$ cat src/sv/rbp_pkg.sv
// Shared constants, codes and types for the reference-counted block pool.
`timescale 1ns / 1ps
`default_nettype none
package rbp_pkg;

	localparam int MAX_BLOCKS = 256;
	localparam int REF_BITS   = 8;
	localparam int IDX_W      = $clog2(MAX_BLOCKS);
	localparam int PTR_W      = IDX_W + 1;  // index plus the empty marker
	localparam int CFG_W      = 9;

	localparam logic [PTR_W-1:0]    EMPTY_MARK = PTR_W'(MAX_BLOCKS);
	localparam logic [REF_BITS-1:0] REF_MAX    = {REF_BITS{1'b1}};

	typedef enum logic [1:0] {
		K_ALLOC  = 2'd0,
		K_FREE   = 2'd1,
		K_ADDREF = 2'd2
	} kind_t;

	typedef enum logic [1:0] {
		ST_OK    = 2'd0,
		ST_EMPTY = 2'd1,
		ST_BAD   = 2'd2,
		ST_SAT   = 2'd3
	} status_t;

	typedef enum logic {
		S_IDLE,
		S_EXEC
	} state_t;

	// Read and write requests for the count and link memories.
	typedef struct packed {
		logic                cnt_re;
		logic [IDX_W-1:0]    cnt_raddr;
		logic                cnt_we;
		logic [IDX_W-1:0]    cnt_waddr;
		logic [REF_BITS-1:0] cnt_wdata;
		logic                lnk_re;
		logic [IDX_W-1:0]    lnk_raddr;
		logic                lnk_we;
		logic [IDX_W-1:0]    lnk_waddr;
		logic [PTR_W-1:0]    lnk_wdata;
	} mem_req_t;

endpackage
`default_nettype wire

$ cat src/sv/rbp_ram.sv
// Generic single-write, single-read RAM with registered read data.
`timescale 1ns / 1ps
`default_nettype none
module rbp_ram #(
	parameter int WIDTH = 8,
	parameter int DEPTH = 256
) (
	input  wire logic                     clk,
	input  wire logic                     we,
	input  wire logic [$clog2(DEPTH)-1:0] waddr,
	input  wire logic [WIDTH-1:0]         wdata,
	input  wire logic                     re,
	input  wire logic [$clog2(DEPTH)-1:0] raddr,
	output      logic [WIDTH-1:0]         rdata
);

	logic [WIDTH-1:0] mem [DEPTH];

	always_ff @(posedge clk) begin
		if (we) begin
			mem[waddr] <= wdata;
		end
		if (re) begin
			rdata <= mem[raddr];
		end
	end

endmodule
`default_nettype wire

$ cat src/sv/rbp_core.sv
// Request sequencer: head pointers, count/link read-modify-write, result register.
`timescale 1ns / 1ps
`default_nettype none
module rbp_core (
	input  wire logic                          clk,
	input  wire logic                          arst_n,
	input  wire logic                          cfg_we,
	input  wire logic [rbp_pkg::CFG_W-1:0]     cfg_wdata,
	input  wire logic                          in_valid,
	output      logic                          in_ready,
	input  wire logic [1:0]                    kind,
	input  wire logic [rbp_pkg::IDX_W-1:0]     block_index,
	output      logic                          out_valid,
	input  wire logic                          out_ready,
	output      logic [1:0]                    status,
	output      logic [rbp_pkg::IDX_W-1:0]     granted_index,
	output      logic [rbp_pkg::REF_BITS-1:0]  ref_after,
	output      logic                          returned_to_pool,
	output      rbp_pkg::mem_req_t             mem_req,
	input  wire logic [rbp_pkg::REF_BITS-1:0]  cnt_rdata,
	input  wire logic [rbp_pkg::PTR_W-1:0]     lnk_rdata
);
	import rbp_pkg::*;

	state_t              state_q, state_n;
	logic [CFG_W-1:0]    block_count_q;
	logic [PTR_W-1:0]    free_head_q, free_head_n;
	logic [PTR_W-1:0]    fresh_next_q, fresh_next_n;
	logic [1:0]          kind_s1;
	logic [IDX_W-1:0]    idx_s1;

	logic                out_valid_q;
	status_t             status_q, status_n;
	logic [IDX_W-1:0]    granted_q, granted_n;
	logic [REF_BITS-1:0] ref_q, ref_n;
	logic                ret_q, ret_n;

	logic                accept;
	logic                out_free;
	logic                finish;
	logic [PTR_W-1:0]    usable;
	logic [REF_BITS-1:0] cnt;
	logic [REF_BITS-1:0] cnt_dec;
	logic [IDX_W-1:0]    blk;
	logic                idx_ok;

	assign out_free = !out_valid_q || out_ready;
	assign in_ready = (state_q == S_IDLE);
	assign accept   = in_valid && in_ready;
	assign finish   = (state_q == S_EXEC) && out_free;

	// clamp the configured count to the pool size
	assign usable = (block_count_q > CFG_W'(MAX_BLOCKS)) ? EMPTY_MARK
	                                                      : PTR_W'(block_count_q);
	assign idx_ok = {1'b0, idx_s1} < usable;
	// blocks at or above fresh_next were never handed out since init: count 0
	assign cnt     = ({1'b0, idx_s1} < fresh_next_q) ? cnt_rdata : '0;
	assign cnt_dec = cnt - REF_BITS'(1);

	always_ff @(posedge clk or negedge arst_n) begin
		if (!arst_n) begin
			state_q       <= S_IDLE;
			block_count_q <= CFG_W'(MAX_BLOCKS);
			free_head_q   <= EMPTY_MARK;
			fresh_next_q  <= '0;
			out_valid_q   <= 1'b0;
		end else begin
			state_q <= state_n;
			if (cfg_we) begin
				block_count_q <= cfg_wdata;
				free_head_q   <= EMPTY_MARK;
				fresh_next_q  <= '0;
			end else if (finish) begin
				free_head_q  <= free_head_n;
				fresh_next_q <= fresh_next_n;
			end
			if (finish) begin
				out_valid_q <= 1'b1;
			end else if (out_ready) begin
				out_valid_q <= 1'b0;
			end
		end
	end

	always_ff @(posedge clk) begin
		if (accept) begin
			kind_s1 <= kind;
			idx_s1  <= block_index;
		end
		if (finish) begin
			status_q  <= status_n;
			granted_q <= granted_n;
			ref_q     <= ref_n;
			ret_q     <= ret_n;
		end
	end

	always_comb begin
		state_n      = state_q;
		free_head_n  = free_head_q;
		fresh_next_n = fresh_next_q;
		status_n     = ST_BAD;
		granted_n    = '0;
		ref_n        = '0;
		ret_n        = 1'b0;
		blk          = '0;

		mem_req           = '0;
		mem_req.cnt_re    = accept;
		mem_req.cnt_raddr = block_index;
		mem_req.lnk_re    = accept;
		mem_req.lnk_raddr = free_head_q[IDX_W-1:0];

		unique case (state_q)
			S_IDLE: begin
				if (accept) begin
					state_n = S_EXEC;
				end
			end
			S_EXEC: begin
				if (out_free) begin
					state_n = S_IDLE;
				end
				unique case (kind_s1)
					K_ALLOC: begin
						status_n = ST_EMPTY;
						if (!free_head_q[IDX_W]) begin
							blk         = free_head_q[IDX_W-1:0];
							free_head_n = lnk_rdata;
							status_n    = ST_OK;
						end else if (fresh_next_q < usable) begin
							blk          = fresh_next_q[IDX_W-1:0];
							fresh_next_n = fresh_next_q + PTR_W'(1);
							status_n     = ST_OK;
						end
						if (status_n == ST_OK) begin
							granted_n         = blk;
							ref_n             = REF_BITS'(1);
							mem_req.cnt_we    = finish;
							mem_req.cnt_waddr = blk;
							mem_req.cnt_wdata = REF_BITS'(1);
						end
					end
					K_FREE: begin
						if (idx_ok && cnt != '0) begin
							status_n          = ST_OK;
							ref_n             = cnt_dec;
							mem_req.cnt_we    = finish;
							mem_req.cnt_waddr = idx_s1;
							mem_req.cnt_wdata = cnt_dec;
							if (cnt_dec == '0) begin
								// relink at the head of the free list
								ret_n             = 1'b1;
								free_head_n       = {1'b0, idx_s1};
								mem_req.lnk_we    = finish;
								mem_req.lnk_waddr = idx_s1;
								mem_req.lnk_wdata = free_head_q;
							end
						end
					end
					K_ADDREF: begin
						if (idx_ok && cnt != '0) begin
							if (cnt == REF_MAX) begin
								status_n = ST_SAT;
								ref_n    = cnt;
							end else begin
								status_n          = ST_OK;
								ref_n             = cnt + REF_BITS'(1);
								mem_req.cnt_we    = finish;
								mem_req.cnt_waddr = idx_s1;
								mem_req.cnt_wdata = cnt + REF_BITS'(1);
							end
						end
					end
					default: begin
						status_n = ST_BAD;
					end
				endcase
			end
			default: begin
				state_n = S_IDLE;
			end
		endcase
	end

	assign out_valid        = out_valid_q;
	assign status           = status_q;
	assign granted_index    = granted_q;
	assign ref_after        = ref_q;
	assign returned_to_pool = ret_q;

`ifndef SYNTHESIS
	a_fresh_range: assert property (@(posedge clk) disable iff (!arst_n)
		fresh_next_q <= EMPTY_MARK)
		else $error("fresh_next beyond pool");

	a_head_range: assert property (@(posedge clk) disable iff (!arst_n)
		free_head_q <= EMPTY_MARK)
		else $error("free_head beyond empty marker");

	a_write_in_exec: assert property (@(posedge clk) disable iff (!arst_n)
		(mem_req.cnt_we || mem_req.lnk_we) |-> (state_q == S_EXEC && out_free))
		else $error("memory write outside completion");

	a_result_follows: assert property (@(posedge clk) disable iff (!arst_n)
		finish |=> out_valid_q)
		else $error("completed item did not raise a result");

	a_return_zero: assert property (@(posedge clk) disable iff (!arst_n)
		(out_valid_q && ret_q) |-> (ref_q == '0 && status_q == ST_OK))
		else $error("relinked block with nonzero count");
`endif

endmodule
`default_nettype wire

$ cat src/sv/refcounted_block_pool.sv
// Top level of the reference-counted block pool: sequencer plus count and link memories.
//
//  channel   | handshake              | payload
//  ----------+------------------------+----------------------------------------------
//  config    | cfg_we                 | cfg_wdata (block_count, 9 bits)
//  request   | in_valid / in_ready    | kind, block_index
//  result    | out_valid / out_ready  | status, granted_index, ref_after,
//            |                        | returned_to_pool
//
// Each item first reads the count memory at the addressed block and the link
// memory at the free-list head, then updates and writes back.
// The head pointer and fresh-block pointer live in flops and are settled by the
// write-back edge, so the next item's reads never overlap a pending write.
// Reset (arst_n) or a config write empties the pool at once: counts of blocks at
// or above the fresh pointer read as zero, so no clearing pass is needed.
// A result waits in the output register; the next item is taken meanwhile, and
// only its write-back stalls until the previous result has been taken.
`timescale 1ns / 1ps
`default_nettype none
module refcounted_block_pool (
	input  wire logic                          clk,
	input  wire logic                          arst_n,
	input  wire logic                          cfg_we,
	input  wire logic [rbp_pkg::CFG_W-1:0]     cfg_wdata,
	input  wire logic                          in_valid,
	output      logic                          in_ready,
	input  wire logic [1:0]                    kind,
	input  wire logic [rbp_pkg::IDX_W-1:0]     block_index,
	output      logic                          out_valid,
	input  wire logic                          out_ready,
	output      logic [1:0]                    status,
	output      logic [rbp_pkg::IDX_W-1:0]     granted_index,
	output      logic [rbp_pkg::REF_BITS-1:0]  ref_after,
	output      logic                          returned_to_pool
);
	import rbp_pkg::*;

	mem_req_t            mem_req;
	logic [REF_BITS-1:0] cnt_rdata;
	logic [PTR_W-1:0]    lnk_rdata;

	rbp_core u_core (
		.clk              (clk),
		.arst_n           (arst_n),
		.cfg_we           (cfg_we),
		.cfg_wdata        (cfg_wdata),
		.in_valid         (in_valid),
		.in_ready         (in_ready),
		.kind             (kind),
		.block_index      (block_index),
		.out_valid        (out_valid),
		.out_ready        (out_ready),
		.status           (status),
		.granted_index    (granted_index),
		.ref_after        (ref_after),
		.returned_to_pool (returned_to_pool),
		.mem_req          (mem_req),
		.cnt_rdata        (cnt_rdata),
		.lnk_rdata        (lnk_rdata)
	);

	// per-block reference counts
	rbp_ram #(
		.WIDTH (REF_BITS),
		.DEPTH (MAX_BLOCKS)
	) u_cnt_ram (
		.clk   (clk),
		.we    (mem_req.cnt_we),
		.waddr (mem_req.cnt_waddr),
		.wdata (mem_req.cnt_wdata),
		.re    (mem_req.cnt_re),
		.raddr (mem_req.cnt_raddr),
		.rdata (cnt_rdata)
	);

	// next-pointer of each freed block; only entries written by a free are used
	rbp_ram #(
		.WIDTH (PTR_W),
		.DEPTH (MAX_BLOCKS)
	) u_lnk_ram (
		.clk   (clk),
		.we    (mem_req.lnk_we),
		.waddr (mem_req.lnk_waddr),
		.wdata (mem_req.lnk_wdata),
		.re    (mem_req.lnk_re),
		.raddr (mem_req.lnk_raddr),
		.rdata (lnk_rdata)
	);

endmodule
`default_nettype wire
$ cat config.mk
export PLATFORM = sky130hd
export DESIGN_NAME = refcounted_block_pool
export DESIGN_NICKNAME = d
export VERILOG_FILES = /design/src/sv/rbp_pkg.sv /design/src/sv/rbp_ram.sv /design/src/sv/rbp_core.sv /design/src/sv/refcounted_block_pool.sv
export SDC_FILE = /design/constraint.sdc
export NUM_CORES = 2
export LEC_CHECK = 0
export BUFFER_PORTS_ARGS = -buffer_cell sky130_fd_sc_hd__buf_4
export CAP_MARGIN = 20
export CORE_MARGIN = 2
export CORE_UTILIZATION = 60
export DETAILED_ROUTE_END_ITERATION = 6
export HOLD_SLACK_MARGIN = 0.12
export PLACE_DENSITY = 0.76
export SLEW_MARGIN = 25
export SYNTH_ARGS = -nofsm -noshare
export SYNTH_HDL_FRONTEND = slang
export SYNTH_MEMORY_MAX_BITS = 65536
export SYNTH_SLANG_ARGS = --single-unit
export TNS_END_PERCENT = 20
$ cat constraint.sdc
create_clock -name clk -period 46.2 [get_ports clk]
set_input_delay 2.31 -clock clk [delete_from_list [all_inputs] [get_ports clk]]
set_output_delay 2.31 -clock clk [all_outputs]
set_load 0.1 [all_outputs]
==> flow_metrics.py <==
metrics = {
    "grt": {
        "grt_max_degree": 258,
        "overflow": 0,
        "vias_in_the_first_global_route": 84600,
        "grt_pass1_wl_microns": 588000,
        "grt_use_total_pct": 28.1,
        "antenna_found_initial": 9,
    },
    "cells_and_area": {
        "final_util_pct": 66.9,
        "layout.cells.most_common": "sky130_fd_sc_hd__edfxtp_1",
        "final.fill_count": 16800,
        "nets": 8012,
        "most_frequent_cells_in_the_layout": "sky130_fd_sc_hd__edfxtp_1, sky130_fd_sc_hd__mux4_2, sky130_fd_sc_hd__nor2_1",
        "finalInstanceArea_sq_mm": 0.189,
        "combined_area_of_the_multi_input_logic_cells_sq_mm": 0.0359,
        "ff_latch_area_sq_mm": 0.133,
        "syn_to_final_growth_pct": 10.9,
        "drive_gt1_share_pct": 23.6,
    },
    "die": {
        "design.portCount": 45,
        "chipHeight_microns": 537,
        "initial_utilization_pct": 60.4,
        "overall_die_area_sq_mm": 0.288,
        "placement_rows": 195,
        "placeableCoreArea_sq_mm": 0.283,
        "die_width_microns": 537,
    },
    "clocking": {
        "clock_latency_ns": 0.93,
        "post_cts_buffers": 0,
        "cts_buffers": 426,
        "clk_transition_reported_paths_ns": 0.06,
        "ctsHtreeMaxLevel": 5,
        "tritoncts": "done",
        "clk_root_buffer_cell": "sky130_fd_sc_hd__clkbuf_16",
        "clockBufferDepth": 4,
        "post_cts_resized": 0,
        "holdBufCountCts": 0,
        "clock-sinks": 4427,
    },
    "routing": {
        "drt_wl_total_microns": 405000,
        "drc_violation_total_after_the_first_tritonroute_iteration": 11600,
        "dr_total_vias": 83700,
        "detail_route.drc_violations": 3,
        "detail-route-antenna-nets": 0,
        "detailedRoute.firstPassIterationCount": 7,
        "vias_per_cell": 6.93,
        "detail_route.wl_per_cell_microns": 33.6,
    },
    "logic_synthesis": {
        "synthDistinctLibCells": 79,
        "synth_enable_flop_cells": 4398,
        "synthTopCellsByArea": "sky130_fd_sc_hd__edfxtp_1, sky130_fd_sc_hd__mux4_2, sky130_fd_sc_hd__a22oi_1, sky130_fd_sc_hd__nor2_1, sky130_fd_sc_hd__a22o_1",
        "postSynth.asyncResetShare_pct": 0.655,
        "synth_top_flop_cell": "sky130_fd_sc_hd__edfxtp_1",
        "synth_sequential_area_ratio_pct": 77.9,
        "postSynthNetCount": 7900,
        "synth_area_sq_mm": 0.171,
        "yosysWarnings": 0,
        "synth_seq_cells": 4427,
        "syn-instance-count": 7848,
        "post_synth.cell_area_avg_sq_um": 21.7,
        "synth_largest_area_cell": "sky130_fd_sc_hd__edfxtp_1",
        "synth_top_cell_area_share_pct": 77.4,
    },
    "worst_setup_path": {
        "critical-path-max-stage-delay_ns": 1.08,
        "critical-path-slowest-cell": "sky130_fd_sc_hd__nand4b_1",
        "critical_path_cell_by_cell": "ha_1 > o21a_1 > o21ai_0 > a31oi_1 > nor2_2 > nand2_1 > ha_1 > o21a_1 > a211oi_4 > and4_2 > nand4b_1 > buf_4 > nor2_1",
        "critPathCaptureType": "register",
        "worstPathArrival_ns": 8.15,
        "cp_data_required_time_ns": 46.75,
        "worstSetupPathType": "reg -> reg",
        "critical_path.startpoint_type": "register",
        "path_max_fanout": 35,
    },
    "timing": {
        "period_share_pct": 16.4,
        "final_hold_viol_count": 0,
        "fin_hold_ws_ns": 0.559,
        "rsz0062_at_grt": "no",
        "maxClockFrequency_mhz": 132,
        "final.min_clock_period_ns": 7.60,
        "finalClockSkew_ns": 0.0481,
        "setup_tns_ns": 0,
        "timing.final.max_slew_violations": 0,
        "setup_viol": 0,
        "tightestPinTransition_ns": 1.19,
        "setup_slack_ns": 38.60,
        "slew_headroom_pct": 20.4,
    },
    "place": {
        "placed_cell_area_sq_mm": 0.175,
        "post-dp-hpwl_microns": 224000,
        "quantity_of_i_o_buffers_inserted_on_ports": 44,
        "placement.setup.worst_slack_ns": 37.46,
        "gp_congestion": 0.868,
    },
    "worst_hold_path": {
        "hold_path_class": "reg -> reg",
    },
    "run_status": {
        "run_status": "finished, violations left",
        "violations": "design-rule violations",
    },
    "flow_run": {
        "maxCapViolations": 0,
    },
    "power": {
        "power_leakage_nw": 52.2,
        "vdd_ir_drop_max_uv": 40.1,
        "power_per_cell_area_mw_per_mm2": 44.0,
    },
}
==> metal layers <==
metal  share of wire [%]  track usage (%)  vias up  wire (microns)
li1                    -                -    33500               -
met1                  35             38.0    43900          143000
met2                  50             45.2     5297          201000
met3                 9.8             5.18      936           39900
met4                 5.4             13.1       12           21700
met5               0.018                0        -              74
==> synthesized netlist by cell type, types with 27 or more instances <==
cell / number
sky130_fd_sc_hd__edfxtp_1: 4398
sky130_fd_sc_hd__mux4_2: 1088
sky130_fd_sc_hd__nor2_1: 609
sky130_fd_sc_hd__a22oi_1: 341
sky130_fd_sc_hd__clkbuf_1: 301
sky130_fd_sc_hd__nand2_1: 145
sky130_fd_sc_hd__a22o_1: 138
sky130_fd_sc_hd__a221oi_1: 136
sky130_fd_sc_hd__buf_1: 111
sky130_fd_sc_hd__a21oi_1: 93
sky130_fd_sc_hd__buf_2: 81
sky130_fd_sc_hd__o221ai_1: 69
sky130_fd_sc_hd__nand3_1: 29
sky130_fd_sc_hd__ha_1: 28
sky130_fd_sc_hd__dfrtp_1: 27
==> where the power goes <==
group / switching, mW / total, mW / leakage [nW] / internal (mW)
logic: 0.272 / 0.365 / 9.94 / 0.0926
clock network: 1.48 / 3.47 / 6.74 / 1.99
registers: 0.0258 / 4.48 / 35.5 / 4.46
==> kinds of logic (layout without fill, tap and decap cells) <==
kind of cell / after synthesis / after routing / synth area share, %
mux: 1097 / 1097 / 14.4
flops: 4427 / 4427 / 77.9
xor+xnor: 17 / 17 / 0.0873
simple gates: 913 / 913 / 2.29
compound gates: 850 / 850 / 3.90
fa+ha+maj: 28 / 28 / 0.205
other cells: 0 / 3 / 0
buf+inv: 516 / 987 / 1.21
==> sequential cells by signal, summed over array words and instances, names as in the netlist, 8 cells and up <==
signal                cells
u_core.free_head_q        9
u_cnt_ram.mem          2048
u_lnk_ram.rdata           9
u_core.ref_after          8
u_core.granted_index      8
u_lnk_ram.mem          2304
u_core.block_count_q      9
u_core.fresh_next_q       9
u_cnt_ram.rdata           8
u_core.idx_s1             8
==> through the flow <==
stage               cells  power [mW]
detailed placement  11300        4.92
global placement    11300        4.91
global route        12100        8.51
floorplan            7848        4.81
finish              12100        8.32
CTS                 12100        8.34
==> final cells by class <==
| class | count | share of cell area, % |
|---|---|---|
| Inverter | 18 | 0.0357 |
| Tap cell | 3743 | 2.48 |
| Timing Repair Buffer | 182 | 0.923 |
| Sequential cell | 4427 | 70.2 |
| Antenna cell | 3 | 0.00397 |
| Clock buffer | 522 | 5.91 |
| Clock inverter | 265 | 1.42 |
| Multi-Input combinational cell | 2905 | 19.0 |
==> worst max-delay path: cells and delay by family (launching register included) <==
| family | cells | cell delay (ns) |
|---|---|---|
| adders and majority gates | 2 | 0.67 |
| DFF | 1 | 0.81 |
| buffers and inverters | 1 | 0.63 |
| AOI/OAI and AO/OA | 5 | 1.44 |
| and+or+nand+nor | 5 | 3.62 |
==> worst paths after layout <==
kind	slack, ns	depth (start not counted)	from	end
setup / recovery	38.60	13	u_core.idx_s1[3]	u_lnk_ram.mem[134][0]
max in group asynchronous	44.42	1	arst_n	u_core.free_head_q[0]
hold / removal	0.56	1	u_core.block_count_q[4]	u_core.block_count_q[4]
setup reg to reg	38.60	13	u_core.idx_s1[3]	u_lnk_ram.mem[134][0]
hold reg to reg	0.56	1	u_core.block_count_q[4]	u_core.block_count_q[4]
min in group asynchronous	1.37	1	arst_n	u_core.state_q
Note: power is estimated with default switching activity, not from simulation.
